--- config.mk ---
export PLATFORM = sky130hd
export DESIGN_NAME = state_variable_filter_core_flat
export DESIGN_NICKNAME = d
export VERILOG_FILES = /design/src/rtl/svf_pkg.sv /design/src/rtl/svf_if.sv /design/src/rtl/svf_seq.sv /design/src/rtl/state_variable_filter_core.sv /design/src/flat_wrapper.sv
export SDC_FILE = /design/constraint.sdc
export NUM_CORES = 2
export LEC_CHECK = 0
export ABC_AREA = 1
export BUFFER_PORTS_ARGS = -buffer_cell sky130_fd_sc_hd__buf_4
export CAP_MARGIN = 10
export CORE_UTILIZATION = 45
export CTS_CLUSTER_DIAMETER = 120
export DETAILED_ROUTE_END_ITERATION = 10
export PLACE_DENSITY_LB_ADDON = 0.3
export SKIP_LAST_GASP = 1
export SYNTH_ARGS = -nofsm -noshare
export SYNTH_HDL_FRONTEND = slang
export SYNTH_SLANG_ARGS = --single-unit
--- constraint.sdc ---
create_clock -name clk -period 9.3 [get_ports clk]
set_input_delay 1.395 -clock clk [delete_from_list [all_inputs] [get_ports clk]]
set_output_delay 1.395 -clock clk [all_outputs]
set_load 0.02 [all_outputs]
--- src/rtl/svf_pkg.sv ---
// ----------------------------------------------------------------------------
// svf_pkg
// Shared types, constants, microcode table and helpers of the state
// variable filter.
// ----------------------------------------------------------------------------
package svf_pkg;

	// default parameter values
	localparam int DEF_CHANNELS    = 2;
	localparam int DEF_SAMPLE_BITS = 24;

	// fixed widths
	localparam int COEFF_W = 18;     // unsigned Q2.16
	localparam int TYPE_W  = 2;
	localparam int STATE_W = 32;     // saturating filter state
	localparam int ACC_W   = 36;     // unsaturated intermediate sums
	localparam int MUL_W   = STATE_W + COEFF_W + 1;
	localparam int FRAC_W  = 16;
	localparam int CFG_W   = COEFF_W;
	localparam int IDX_W   = 2;

	// configuration register indexes
	typedef logic [IDX_W-1:0] reg_idx_t;
	localparam reg_idx_t REG_FREQ = 2'd0;
	localparam reg_idx_t REG_DAMP = 2'd1;
	localparam reg_idx_t REG_TYPE = 2'd2;

	localparam logic [COEFF_W-1:0] FREQ_RST = 18'd8573;
	localparam logic [COEFF_W-1:0] DAMP_RST = 18'd92682;

	// response select
	typedef enum logic [TYPE_W-1:0] {
		RESP_LOW   = 2'd0,
		RESP_BAND  = 2'd1,
		RESP_NOTCH = 2'd2,
		RESP_HIGH  = 2'd3
	} resp_t;

	localparam resp_t TYPE_RST = RESP_LOW;

	// microcode fields
	localparam int STEP_W = 3;
	typedef logic [STEP_W-1:0] step_t;

	typedef enum logic [2:0] {
		SRC_X, SRC_D1, SRC_D2, SRC_LOW, SRC_HIGH, SRC_TMP, SRC_PROD
	} src_t;

	typedef enum logic [2:0] {
		DST_NONE, DST_LOW, DST_TMP, DST_HIGH, DST_NOTCH, DST_BAND
	} dst_t;

	typedef enum logic {ALU_ADD, ALU_SUB} alu_op_t;
	typedef enum logic {MA_D1, MA_HIGH} mul_a_t;
	typedef enum logic {MB_FREQ, MB_DAMP} mul_b_t;
	typedef enum logic {COND_ALWAYS, COND_OUT_BUSY} cond_t;

	typedef struct packed {
		logic    mul_en;
		mul_a_t  mul_a;
		mul_b_t  mul_b;
		src_t    alu_a;
		src_t    alu_b;
		alu_op_t alu_op;
		dst_t    dst;
		logic    state_wr;
		logic    emit;
		logic    jmp_en;
		cond_t   jmp_cond;
		step_t   jmp_tgt;
		logic    last;
	} ctrl_t;

	typedef struct packed {
		logic  busy;
		step_t step;
	} seq_stat_t;

	localparam ctrl_t CTRL_NOP = '0;

	// program: one control word per step
	function automatic ctrl_t ucode(input step_t s);
		ctrl_t w;
		w = CTRL_NOP;
		case (s)
			3'd0: begin
				// prod = d1 * f
				w.mul_en = 1'b1;
				w.mul_a  = MA_D1;
				w.mul_b  = MB_FREQ;
			end
			3'd1: begin
				// low = d2 + d1*f ; prod = d1 * damping
				w.alu_a  = SRC_D2;
				w.alu_b  = SRC_PROD;
				w.alu_op = ALU_ADD;
				w.dst    = DST_LOW;
				w.mul_en = 1'b1;
				w.mul_a  = MA_D1;
				w.mul_b  = MB_DAMP;
			end
			3'd2: begin
				// tmp = x - low
				w.alu_a  = SRC_X;
				w.alu_b  = SRC_LOW;
				w.alu_op = ALU_SUB;
				w.dst    = DST_TMP;
			end
			3'd3: begin
				// high = tmp - d1*damping
				w.alu_a  = SRC_TMP;
				w.alu_b  = SRC_PROD;
				w.alu_op = ALU_SUB;
				w.dst    = DST_HIGH;
			end
			3'd4: begin
				// notch = high + low ; prod = high * f
				w.alu_a  = SRC_HIGH;
				w.alu_b  = SRC_LOW;
				w.alu_op = ALU_ADD;
				w.dst    = DST_NOTCH;
				w.mul_en = 1'b1;
				w.mul_a  = MA_HIGH;
				w.mul_b  = MB_FREQ;
			end
			3'd5: begin
				// band = high*f + d1
				w.alu_a  = SRC_PROD;
				w.alu_b  = SRC_D1;
				w.alu_op = ALU_ADD;
				w.dst    = DST_BAND;
			end
			3'd6: begin
				// write back state, emit once the output slot is free
				w.state_wr = 1'b1;
				w.emit     = 1'b1;
				w.jmp_en   = 1'b1;
				w.jmp_cond = COND_OUT_BUSY;
				w.jmp_tgt  = 3'd6;
				w.last     = 1'b1;
			end
			default: begin
				w.last = 1'b1;
			end
		endcase
		return w;
	endfunction

	// clamp a wide sum to signed 32 bits
	function automatic logic signed [STATE_W-1:0] sat32(input logic signed [ACC_W-1:0] v);
		logic signed [ACC_W-1:0] hi;
		logic signed [ACC_W-1:0] lo;
		hi = ACC_W'(signed'({1'b0, {(STATE_W-1){1'b1}}}));
		lo = ACC_W'(signed'({1'b1, {(STATE_W-1){1'b0}}}));
		if (v > hi) begin
			return hi[STATE_W-1:0];
		end else if (v < lo) begin
			return lo[STATE_W-1:0];
		end
		return v[STATE_W-1:0];
	endfunction

endpackage

--- src/rtl/svf_if.sv ---
// ----------------------------------------------------------------------------
// svf_if
// Valid/ready channels of the state variable filter: sample in, result out.
// ----------------------------------------------------------------------------
interface svf_in_if import svf_pkg::*; #(
	parameter int SAMPLE_BITS = DEF_SAMPLE_BITS
);
	logic                          valid;
	logic                          ready;
	logic signed [SAMPLE_BITS-1:0] sample_in;
	logic                          channel_in;

	modport source (output valid, output sample_in, output channel_in, input ready);
	modport sink   (input valid, input sample_in, input channel_in, output ready);
endinterface

interface svf_out_if import svf_pkg::*; #(
	parameter int SAMPLE_BITS = DEF_SAMPLE_BITS
);
	logic                          valid;
	logic                          ready;
	logic signed [SAMPLE_BITS-1:0] filtered;
	logic                          channel_out;

	modport source (output valid, output filtered, output channel_out, input ready);
	modport sink   (input valid, input filtered, input channel_out, output ready);
endinterface

--- src/rtl/svf_seq.sv ---
// ----------------------------------------------------------------------------
// svf_seq
// Microcode sequencer: step counter, program table and conditional jump.
// ----------------------------------------------------------------------------
module svf_seq import svf_pkg::*; (
	input  logic      clk,
	input  logic      arst_n,
	input  logic      start,
	input  logic      out_busy,
	output ctrl_t     ctrl,
	output seq_stat_t stat
);

	logic  busy_q;
	step_t step_q;
	ctrl_t word;
	logic  taken;

	assign word  = ucode(step_q);
	assign taken = busy_q && word.jmp_en &&
		((word.jmp_cond == COND_ALWAYS) || ((word.jmp_cond == COND_OUT_BUSY) && out_busy));

	always_comb begin
		ctrl = busy_q ? word : CTRL_NOP;
		// a taken jump holds the step: no beat leaves, the program does not end
		if (taken) begin
			ctrl.emit = 1'b0;
			ctrl.last = 1'b0;
		end
	end

	always_ff @(posedge clk or negedge arst_n) begin
		if (!arst_n) begin
			busy_q <= 1'b0;
			step_q <= '0;
		end else if (start) begin
			busy_q <= 1'b1;
			step_q <= '0;
		end else if (busy_q) begin
			if (taken) begin
				step_q <= word.jmp_tgt;
			end else if (word.last) begin
				busy_q <= 1'b0;
				step_q <= '0;
			end else begin
				step_q <= step_q + 1'b1;
			end
		end
	end

	assign stat.busy = busy_q;
	assign stat.step = step_q;

endmodule

--- src/rtl/state_variable_filter_core.sv ---
// ----------------------------------------------------------------------------
// state_variable_filter_core
// Multi-channel Chamberlin state variable filter, fixed point, microcoded.
// ----------------------------------------------------------------------------
// usage
// - sample_ch takes one beat per sample: a signed sample and its channel tag
// - result_ch gives one beat per sample: the selected response, clamped to
//   the sample width, with the channel tag echoed
// - cfg_wr_en/cfg_index/cfg_data write freq_coeff (0), damping_coeff (1) and
//   response_type (2); other indexes are dropped; write only while idle
// - one sample runs a seven-step program on one shared 32x19 multiplier and
//   one 36-bit adder, so sample_ch is not ready again until the program ends
// - the result sits in an output register: the next sample is taken while
//   it waits, and the program stalls at its last step while the receiver
//   holds off and the slot is still full
// - reset clears the channel state to zero, loads the coefficient defaults
//   and empties the output register; the block is ready right after reset
// ----------------------------------------------------------------------------
module state_variable_filter_core import svf_pkg::*; #(
	parameter int CHANNELS    = DEF_CHANNELS,
	parameter int SAMPLE_BITS = DEF_SAMPLE_BITS
) (
	input  logic              clk,
	input  logic              arst_n,
	input  logic              cfg_wr_en,
	input  reg_idx_t          cfg_index,
	input  logic [CFG_W-1:0]  cfg_data,
	svf_in_if.sink            sample_ch,
	svf_out_if.source         result_ch
);

	localparam int CH_W = (CHANNELS > 1) ? $clog2(CHANNELS) : 1;
	localparam logic signed [STATE_W:0] OUT_MAX =
		(33'sd1 <<< (SAMPLE_BITS - 1)) - 33'sd1;
	localparam logic signed [STATE_W:0] OUT_MIN = -OUT_MAX - 33'sd1;

	// configuration registers
	logic [COEFF_W-1:0] freq_q;
	logic [COEFF_W-1:0] damp_q;
	resp_t              resp_q;

	// per-channel filter state
	logic signed [STATE_W-1:0] band_dly_q [CHANNELS];
	logic signed [STATE_W-1:0] low_dly_q  [CHANNELS];

	// working registers of one sample
	logic signed [SAMPLE_BITS-1:0] x_q;
	logic                          ch_q;
	logic [CH_W-1:0]               idx_q;
	logic signed [STATE_W-1:0]     d1_q;
	logic signed [STATE_W-1:0]     d2_q;
	logic signed [STATE_W-1:0]     low_q;
	logic signed [STATE_W-1:0]     high_q;
	logic signed [STATE_W-1:0]     notch_q;
	logic signed [STATE_W-1:0]     band_q;
	logic signed [ACC_W-1:0]       tmp_q;
	logic signed [ACC_W-1:0]       prod_q;

	// output register
	logic                          out_vld_q;
	logic signed [SAMPLE_BITS-1:0] out_data_q;
	logic                          out_ch_q;

	ctrl_t     ctrl;
	seq_stat_t stat;
	logic      accept;
	logic      out_busy;
	logic      out_load;
	logic [CH_W-1:0] in_idx;

	// ------------------------------------------------------------------
	// handshakes
	// ------------------------------------------------------------------
	assign sample_ch.ready = !stat.busy;
	assign accept          = sample_ch.valid && !stat.busy;
	assign out_busy        = out_vld_q && !result_ch.ready;
	assign out_load        = ctrl.emit;

	// channel tag folded onto the implemented channels
	assign in_idx = (CHANNELS == 1) ? '0 : CH_W'(sample_ch.channel_in);

	svf_seq u_seq (
		.clk      (clk),
		.arst_n   (arst_n),
		.start    (accept),
		.out_busy (out_busy),
		.ctrl     (ctrl),
		.stat     (stat)
	);

	// ------------------------------------------------------------------
	// configuration writes
	// ------------------------------------------------------------------
	always_ff @(posedge clk or negedge arst_n) begin
		if (!arst_n) begin
			freq_q <= FREQ_RST;
			damp_q <= DAMP_RST;
			resp_q <= TYPE_RST;
		end else if (cfg_wr_en) begin
			unique case (cfg_index)
				REG_FREQ: freq_q <= cfg_data[COEFF_W-1:0];
				REG_DAMP: damp_q <= cfg_data[COEFF_W-1:0];
				REG_TYPE: resp_q <= resp_t'(cfg_data[TYPE_W-1:0]);
				default: begin
				end
			endcase
		end
	end

	// ------------------------------------------------------------------
	// multiplier: v * c, round half up, drop 16 fraction bits
	// ------------------------------------------------------------------
	logic signed [STATE_W-1:0] mul_a;
	logic signed [COEFF_W:0]   mul_b;
	logic signed [MUL_W-1:0]   mul_full;
	logic signed [MUL_W-1:0]   mul_rnd;

	assign mul_a    = (ctrl.mul_a == MA_HIGH) ? high_q : d1_q;
	assign mul_b    = signed'({1'b0, (ctrl.mul_b == MB_DAMP) ? damp_q : freq_q});
	assign mul_full = MUL_W'(mul_a) * MUL_W'(mul_b);
	assign mul_rnd  = mul_full + MUL_W'(32768);

	// ------------------------------------------------------------------
	// adder
	// ------------------------------------------------------------------
	function automatic logic signed [ACC_W-1:0] pick(
		input src_t                      s,
		input logic signed [SAMPLE_BITS-1:0] x,
		input logic signed [STATE_W-1:0] d1,
		input logic signed [STATE_W-1:0] d2,
		input logic signed [STATE_W-1:0] lo,
		input logic signed [STATE_W-1:0] hi,
		input logic signed [ACC_W-1:0]   tmp,
		input logic signed [ACC_W-1:0]   prod
	);
		case (s)
			SRC_X:    return ACC_W'(x);
			SRC_D1:   return ACC_W'(d1);
			SRC_D2:   return ACC_W'(d2);
			SRC_LOW:  return ACC_W'(lo);
			SRC_HIGH: return ACC_W'(hi);
			SRC_TMP:  return tmp;
			SRC_PROD: return prod;
			default:  return '0;
		endcase
	endfunction

	logic signed [ACC_W-1:0]   alu_a;
	logic signed [ACC_W-1:0]   alu_b;
	logic signed [ACC_W-1:0]   alu_res;
	logic signed [STATE_W-1:0] alu_sat;

	assign alu_a   = pick(ctrl.alu_a, x_q, d1_q, d2_q, low_q, high_q, tmp_q, prod_q);
	assign alu_b   = pick(ctrl.alu_b, x_q, d1_q, d2_q, low_q, high_q, tmp_q, prod_q);
	assign alu_res = (ctrl.alu_op == ALU_SUB) ? (alu_a - alu_b) : (alu_a + alu_b);
	assign alu_sat = sat32(alu_res);

	// ------------------------------------------------------------------
	// datapath registers
	// ------------------------------------------------------------------
	always_ff @(posedge clk) begin
		if (accept) begin
			x_q   <= sample_ch.sample_in;
			ch_q  <= sample_ch.channel_in;
			idx_q <= in_idx;
			d1_q  <= band_dly_q[in_idx];
			d2_q  <= low_dly_q[in_idx];
		end
		if (ctrl.mul_en) begin
			prod_q <= ACC_W'(signed'(mul_rnd[MUL_W-1:FRAC_W]));
		end
		case (ctrl.dst)
			DST_LOW:   low_q   <= alu_sat;
			DST_TMP:   tmp_q   <= alu_res;
			DST_HIGH:  high_q  <= alu_sat;
			DST_NOTCH: notch_q <= alu_sat;
			DST_BAND:  band_q  <= alu_sat;
			default: begin
			end
		endcase
	end

	// channel state, cleared at reset
	always_ff @(posedge clk or negedge arst_n) begin
		if (!arst_n) begin
			for (int i = 0; i < CHANNELS; i++) begin
				band_dly_q[i] <= '0;
				low_dly_q[i]  <= '0;
			end
		end else if (ctrl.state_wr) begin
			band_dly_q[idx_q] <= band_q;
			low_dly_q[idx_q]  <= low_q;
		end
	end

	// ------------------------------------------------------------------
	// response select and clamp to sample width
	// ------------------------------------------------------------------
	logic signed [STATE_W-1:0] sel;
	logic signed [STATE_W:0]   sel_w;
	logic signed [STATE_W:0]   sel_clip;

	always_comb begin
		case (resp_q)
			RESP_BAND:  sel = band_q;
			RESP_NOTCH: sel = notch_q;
			RESP_HIGH:  sel = high_q;
			default:    sel = low_q;
		endcase
		sel_w = (STATE_W + 1)'(sel);
		if (sel_w > OUT_MAX) begin
			sel_clip = OUT_MAX;
		end else if (sel_w < OUT_MIN) begin
			sel_clip = OUT_MIN;
		end else begin
			sel_clip = sel_w;
		end
	end

	always_ff @(posedge clk or negedge arst_n) begin
		if (!arst_n) begin
			out_vld_q <= 1'b0;
		end else if (out_load) begin
			out_vld_q <= 1'b1;
		end else if (result_ch.ready) begin
			out_vld_q <= 1'b0;
		end
	end

	always_ff @(posedge clk) begin
		if (out_load) begin
			out_data_q <= sel_clip[SAMPLE_BITS-1:0];
			out_ch_q   <= ch_q;
		end
	end

	assign result_ch.valid       = out_vld_q;
	assign result_ch.filtered    = out_data_q;
	assign result_ch.channel_out = out_ch_q;

`ifndef ASSERT_OFF
	// an input beat starts the program at its first step
	a_start: assert property (@(posedge clk) disable iff (!arst_n)
		accept |=> stat.busy && (stat.step == '0))
		else $error("program did not start on input beat");

	// the output register is only loaded when its beat has left or leaves now
	a_no_overwrite: assert property (@(posedge clk) disable iff (!arst_n)
		out_load |-> (!out_vld_q || result_ch.ready))
		else $error("result overwritten before it was taken");

	// emitting a result ends the program and frees the input
	a_emit_ends: assert property (@(posedge clk) disable iff (!arst_n)
		out_load |=> !stat.busy)
		else $error("sequencer still busy after emit");

	// state is only written back while a sample is in flight
	a_state_wr: assert property (@(posedge clk) disable iff (!arst_n)
		ctrl.state_wr |-> stat.busy && !accept)
		else $error("state write outside a program");
`endif

endmodule
--- src/flat_wrapper.sv ---
// flat-port wrapper written by rule: the top's interface ports become plain ports
module state_variable_filter_core_flat import svf_pkg::*;
#(
	parameter int CHANNELS    = DEF_CHANNELS,
	parameter int SAMPLE_BITS = DEF_SAMPLE_BITS
)
  (clk, arst_n, cfg_wr_en, cfg_index, cfg_data, sample_ch_valid, sample_ch_sample_in, sample_ch_channel_in, sample_ch_ready, result_ch_valid, result_ch_filtered, result_ch_channel_out, result_ch_ready);
  svf_in_if #(.SAMPLE_BITS(SAMPLE_BITS)) sample_ch_i ();
  svf_out_if #(.SAMPLE_BITS(SAMPLE_BITS)) result_ch_i ();
  input  logic clk;
  input  logic arst_n;
  input  logic cfg_wr_en;
  input  reg_idx_t cfg_index;
  input  logic [CFG_W-1:0] cfg_data;
  input wire logic [$bits(sample_ch_i.valid)-1:0] sample_ch_valid;
  input wire logic [$bits(sample_ch_i.sample_in)-1:0] sample_ch_sample_in;
  input wire logic [$bits(sample_ch_i.channel_in)-1:0] sample_ch_channel_in;
  output wire logic [$bits(sample_ch_i.ready)-1:0] sample_ch_ready;
  output wire logic [$bits(result_ch_i.valid)-1:0] result_ch_valid;
  output wire logic [$bits(result_ch_i.filtered)-1:0] result_ch_filtered;
  output wire logic [$bits(result_ch_i.channel_out)-1:0] result_ch_channel_out;
  input wire logic [$bits(result_ch_i.ready)-1:0] result_ch_ready;
  assign sample_ch_i.valid = sample_ch_valid;
  assign sample_ch_i.sample_in = sample_ch_sample_in;
  assign sample_ch_i.channel_in = sample_ch_channel_in;
  assign sample_ch_ready = sample_ch_i.ready;
  assign result_ch_valid = result_ch_i.valid;
  assign result_ch_filtered = result_ch_i.filtered;
  assign result_ch_channel_out = result_ch_i.channel_out;
  assign result_ch_i.ready = result_ch_ready;
  state_variable_filter_core #(.CHANNELS(CHANNELS), .SAMPLE_BITS(SAMPLE_BITS)) u_core (.clk(clk), .arst_n(arst_n), .cfg_wr_en(cfg_wr_en), .cfg_index(cfg_index), .cfg_data(cfg_data), .sample_ch(sample_ch_i), .result_ch(result_ch_i));
endmodule
-- After elaboration in Yosys (flattened, before gate mapping)
Cells that the tools add are included.
- word-level logic and storage cells: 122
- bits in registers: 484
- $lt $le $gt $ge: 7
- multipliers: 1
- mux-type cells: 38
- add/subtract/negate cells: 4
- bitwise gates (word level): 3
- equal/unequal tests: 28
- reductions and logical operators: 19
- operators with widths (kind ; number):
    $pmux W36 S7 ; 2
    $mux W32 ; 11
    $bwmux W64 ; 2
    $pmux W32 S3 ; 1
    $add A51 B17 Y51 const B ; 1
    $mul A32 B19 Y51 ; 1
    $pmux W10 S5 ; 1
    $add A36 B36 Y36 ; 1
    $gt A36 B32 Y1 const B ; 1
    $lt A36 B32 Y1 const B ; 1
    $mux W36 ; 1
    $sub A36 B36 Y36 ; 1
    $eq A3 B3 Y1 const B ; 11
    $demux W32 S1 ; 1
    $gt A32 B24 Y1 const B ; 1
    $lt A32 B24 Y1 const B ; 1
    $eq A3 B2 Y1 const B ; 8
    $mux W24 ; 1
    $mux W21 ; 1
    $mux W18 ; 1
    $eq A3 B1 Y1 const B ; 4
    $mux W3 ; 4
    $mux W1 ; 10
    $logic_not A3 Y1 ; 3
    other kinds (16) ; 30

-- Depth between registers and ports, before layout
- word-level depth: 12
- gate-level depth with buffers: 39

-- By module
From an unflattened synthesis, not the netlist that was laid out.
- cell total of the unflattened synthesis: 5201
- area, all modules: 45617.5 µm²
- modules (own cells, without submodules) (module ; instances ; cells each ; area an instance (µm²)):
    state_variable_filter_core ; 1 ; 5130 ; 45132.0
    svf_seq ; 1 ; 71 ; 485.5

-- Least setup slack after synthesis
Ideal clock, no wire load.
- kind: reg2reg
- from: reg u_core.u_seq.step_q[1]
- to: reg u_core.prod_q[31] (data pin)
- arrival: 7.248 ns
- cell stages (with the launch flop): 34
- path slack: 1.800 ns
- setup time: 0.252 ns
- clock period less this slack: 7.500 ns
- buffers on the path: 3
- cells stage by stage: dfrtp_1 -> inv_1 -> ha_1 -> inv_2 -> nor2_1 -> nand2_2 -> clkbuf_1 -> o21ai_0 -> clkbuf_1 -> clkbuf_1 -> nand2_1 -> fa_1 -> inv_1 -> fa_1 -> fa_1 -> fa_1 -> inv_1 -> fa_1 -> inv_1 -> fa_1 -> fa_1 -> ha_1 -> a21oi_1 -> o21ai_0 -> a2111oi_0 -> nand2_1 -> nand2_1 -> nand2_1 -> nand2_1 -> nand2_1 -> nand3_1 -> nand2_1 -> nand2_1 -> nand2_1
- longest elaborated chain between the ends: 6
- ends and longest elaborated chain (item ; RTL line ; text):
    start, declared ; svf_seq.sv:15 ; step_t step_q;
    start signal, assigned ; svf_seq.sv:41 ; step_q <= word.jmp_tgt;
    start signal, assigned ; svf_seq.sv:46 ; step_q <= step_q + 1'b1;
    $eq A3 B3 Y1 (tied with other cells) ; svf_pkg.sv:85 ; case (s)
    $pmux W3 S3 * ; svf_pkg.sv:85 ;
    $mux W21 * ; svf_seq.sv:24 ; ctrl = busy_q ? word : CTRL_NOP;
    $mux W32 / $mux W18 (equally long branches) ; state_variable_filter_core.sv:118, state_variable_filter_core.sv:119 ;
    $mul A32 B19 Y51 * ; state_variable_filter_core.sv:120 ; assign mul_full = MUL_W'(mul_a) * MUL_W'(mul_b);
    $add A51 B17 Y51 * ; state_variable_filter_core.sv:121 ; assign mul_rnd = mul_full + MUL_W'(32768);
    via u_core.mul_rnd[47] ; state_variable_filter_core.sv:116 ; logic signed [MUL_W-1:0] mul_rnd;
    end signal, assigned ; state_variable_filter_core.sv:170 ; prod_q <= ACC_W'(signed'(mul_rnd[MUL_W-1:FRAC_W]));
    end, declared ; state_variable_filter_core.sv:57 ; logic signed [ACC_W-1:0] prod_q;
The timed path passes the listed nets; every way through them passes the cells marked *.
A chain may end at the register's enable or synchronous reset.

-- Worst setup path in the final report
- from: reg u_core.u_seq.step_q[1]
- to: reg u_core.prod_q[33] (data pin)
The elaborated chain is that of the path after synthesis.

==> results.json <==
{
  "period_minus_slack_ns": 8.85,
  "core-area_mm2": 0.0986,
  "dieArea_mm2": 0.101,
  "antenna_found_initial": 2,
  "syn_to_final_growth_pct": 9.60,
  "post_drt_via_cell_ratio": 5.53,
  "synth_seq_area_share": 0.305,
  "async_flop_share": 0.353,
  "synth_seq_cells": 484,
  "clock_sinks": 484,
  "crit_type": "reg -> reg",
  "hold_buffers": 0,
  "vias": 35854,
  "slowest_stage": "o21ai_2",
  "synth_edf_count": 313,
  "crit_arrival_ns": 9.22,
  "worst_skew_pair.late_latency_ns": 0.66,
  "wl_um": 142000,
  "tns_ns": 0,
  "final_nets": 5963,
  "end_kind": "flip-flop",
  "synthCells": 5097,
  "grt_pass1_wl_um": 217000,
  "status": "complete, no violations",
  "numCtsBuffers": 54,
  "grt_util_met2": 0.445,
  "wl_per_cell_um": 21.9,
  "root_buffer": "clkbuf_16",
  "cts_resized": 0,
  "routabilityCongestion": 0.990,
  "yosysTopAreaCell": "fa_1",
  "antenna_left": 0,
  "fillCellCount": 9311,
  "cts-htree-levels": 2,
  "rsz0062_at_grt": "no",
  "drive_above_1_share": 0.0838,
  "fmax_mhz": 113,
  "multi_input_area_mm2": 0.0268,
  "cp_max_fo": 18,
  "sequential_cell_area_mm2": 0.0137,
  "yosysUniqueCellTypes": 57,
  "synth_area_leaders": "fa_1 25%, edfxtp_1 21%, nand2_1 9.1%",
  "route.detailed.drc": 0,
  "hold_path.class": "reg -> reg",
  "cp.required_ns": 9.68,
  "grt-busiest-layer": "met2",
  "synth_top_area_frac": 0.249,
  "grt_pass1_vias": 35998,
  "drtIter0Drc": 3454,
  "io_pins": 77,
  "die_x_um": 318,
  "setup_viol": 0,
  "drt-pass1-iter-count": 6,
  "grt_use_met1": 0.390,
  "grt_overflow_total": 0,
  "hold_violations": 0,
  "die_y_um": 318,
  "synthFlopType": "edfxtp_1",
  "initial_core_util": 0.455,
  "dp_hpwl_um": 109000,
  "period_share": 0.951,
  "grt_max_degree": 93,
  "syn_area_per_cell_um2": 8.80,
  "path_clk_slew_ns": 0.06,
  "slew_headroom": 0.173,
  "core.rowCount": 115,
  "maxCapViolCount": 0,
  "grtUsageMet3": 0.0508,
  "final_util": 0.499,
  "io_buffers": 76,
  "cts_tree": "done",
  "start_kind": "flip-flop",
  "grtUsageTotal": 0.283,
  "crit_top_cell": "fa_1",
  "cpPeakStageDelay_ns": 0.58,
  "yosysWarnings": 0,
  "finalMaxSlewViolations": 0,
  "synth.cell_area_mm2": 0.0449,
  "cts_buffer_depth": 3,
  "tightest_slew_ns": 1.23,
  "post_cts_buffers": 0,
  "synth_nets": 5916,
  "clock_skew_ns": 0.0417
}
==> Yosys cell counts (64+ instances only) <==
cell      instances
nand2_1        1092
inv_1           961
fa_1            558
nor2_1          494
edfxtp_1        313
o21ai_0         301
ha_1            211
clkbuf_1        175
dfrtp_1         156
a21oi_1         145
nand4_1         104
nand3_1         102
mux2_2           64
==> worst max-delay path: cells and delay by family (launching register included) <==
family	cells	cell delay (ns)
fa+ha+maj	9	3.91
compound gates	6	1.58
simple gates	6	1.05
buf+inv	9	1.37
flops	1	0.45
xor+xnor	1	0.16
==> per-stage QoR <==
step | cell area (µm²) | hold slack, ns | instances | setup WS [ns]
2_1_floorplan | 44900 | 0.442 | 5097 | 1.80
3_3_place_gp | 47300 | 0.460 | 6375 | 0.418
3_5_place_dp | 47300 | 0.469 | 6375 | 0.423
4_1_cts | 49100 | 0.484 | 6476 | 0.351
5_1_grt | 49200 | 0.498 | 6476 | 0.0382
6_report | 49200 | 0.480 | 6478 | 0.452
==> cells by family after synthesis <==
| family | count (synthesis) | share of synthesized area |
|---|---|---|
| xor+xnor | 102 | 0.0199 |
| simple gates | 1848 | 0.167 |
| mux | 66 | 0.0165 |
| buf+inv | 1189 | 0.101 |
| compound gates | 639 | 0.0821 |
| flops | 484 | 0.305 |
| fa+ha+maj | 769 | 0.308 |
==> per-layer routing <==
metal	vias to the layer above	share of wire
li1	16134	-
met1	17768	0.41
met2	1634	0.46
met3	318	0.086
met4	0	0.041
met5	-	0
==> layout by cell type, fill, tap and decap left out, drive strengths merged, types with 3 or more instances in the layout <==
cell / Yosys / final
xnor2: 41 / 41
o21a: 12 / 12
fa: 558 / 558
nor4: 10 / 10
a211oi: 3 / 3
a21boi: 3 / 3
mux2: 64 / 64
a21oi: 147 / 147
o21bai: 4 / 4
o221ai: 19 / 19
inv: 973 / 978
nor3: 17 / 17
edfxtp: 313 / 313
o2111ai: 7 / 7
o211ai: 26 / 26
a31oi: 26 / 26
o21ai: 330 / 330
bufinv: 0 / 3
dfstp: 15 / 15
clkbuf: 175 / 76
a21o: 7 / 7
nand4: 104 / 104
nand2: 1101 / 1101
a22oi: 14 / 14
nor2: 500 / 500
a221oi: 24 / 24
clkinvlp: 0 / 3
buf: 39 / 204
ha: 211 / 211
clkinv: 2 / 17
nand3: 108 / 108
a221o: 9 / 9
xor2: 61 / 61
dfrtp: 156 / 156
==> registers in the layout, summed over array words and instances (netlist names), 24 cells and up <==
register and count:
u_core.high_q 32, u_core.notch_q 32, u_core.prod_q 35, u_core.result_ch.filtered 24, u_core.band_q 32, u_core.d2_q 32, u_core.x_q 24, u_core.low_dly_q 64
u_core.d1_q 32, u_core.band_dly_q 64, u_core.tmp_q 36, u_core.low_q 32
==> final timing paths <==
| path | from | to | slack, ns | cells past startpoint |
|---|---|---|---|---|
| setup / recovery | u_core.u_seq.step_q[1] | u_core.prod_q[33] | 0.45 | 31 |
| hold / removal | u_core.band_dly_q[37] | u_core.band_dly_q[37] | 0.48 | 2 |
| setup reg to reg | u_core.u_seq.step_q[1] | u_core.prod_q[33] | 0.45 | 31 |
| hold reg to reg | u_core.band_dly_q[37] | u_core.band_dly_q[37] | 0.48 | 2 |
| max in group asynchronous | arst_n | u_core.damp_q[5] | 7.26 | 2 |
| min in group asynchronous | arst_n | u_core.band_dly_q[20] | 0.68 | 1 |
==> area by class of cell <==
type,instances,share of cell area
Sequential cell,484,0.279
Tap cell,1287,0.0328
Multi-Input combinational cell,3424,0.545
Timing Repair Buffer,205,0.0327
Clock inverter,26,0.00463
Clock buffer,75,0.0320
Inverter,975,0.0744
Antenna cell,2,0.000102
Power is left out: the tool's default activity adds up to more than one toggle a clock period on the data nets, which glitch-free logic cannot reach.
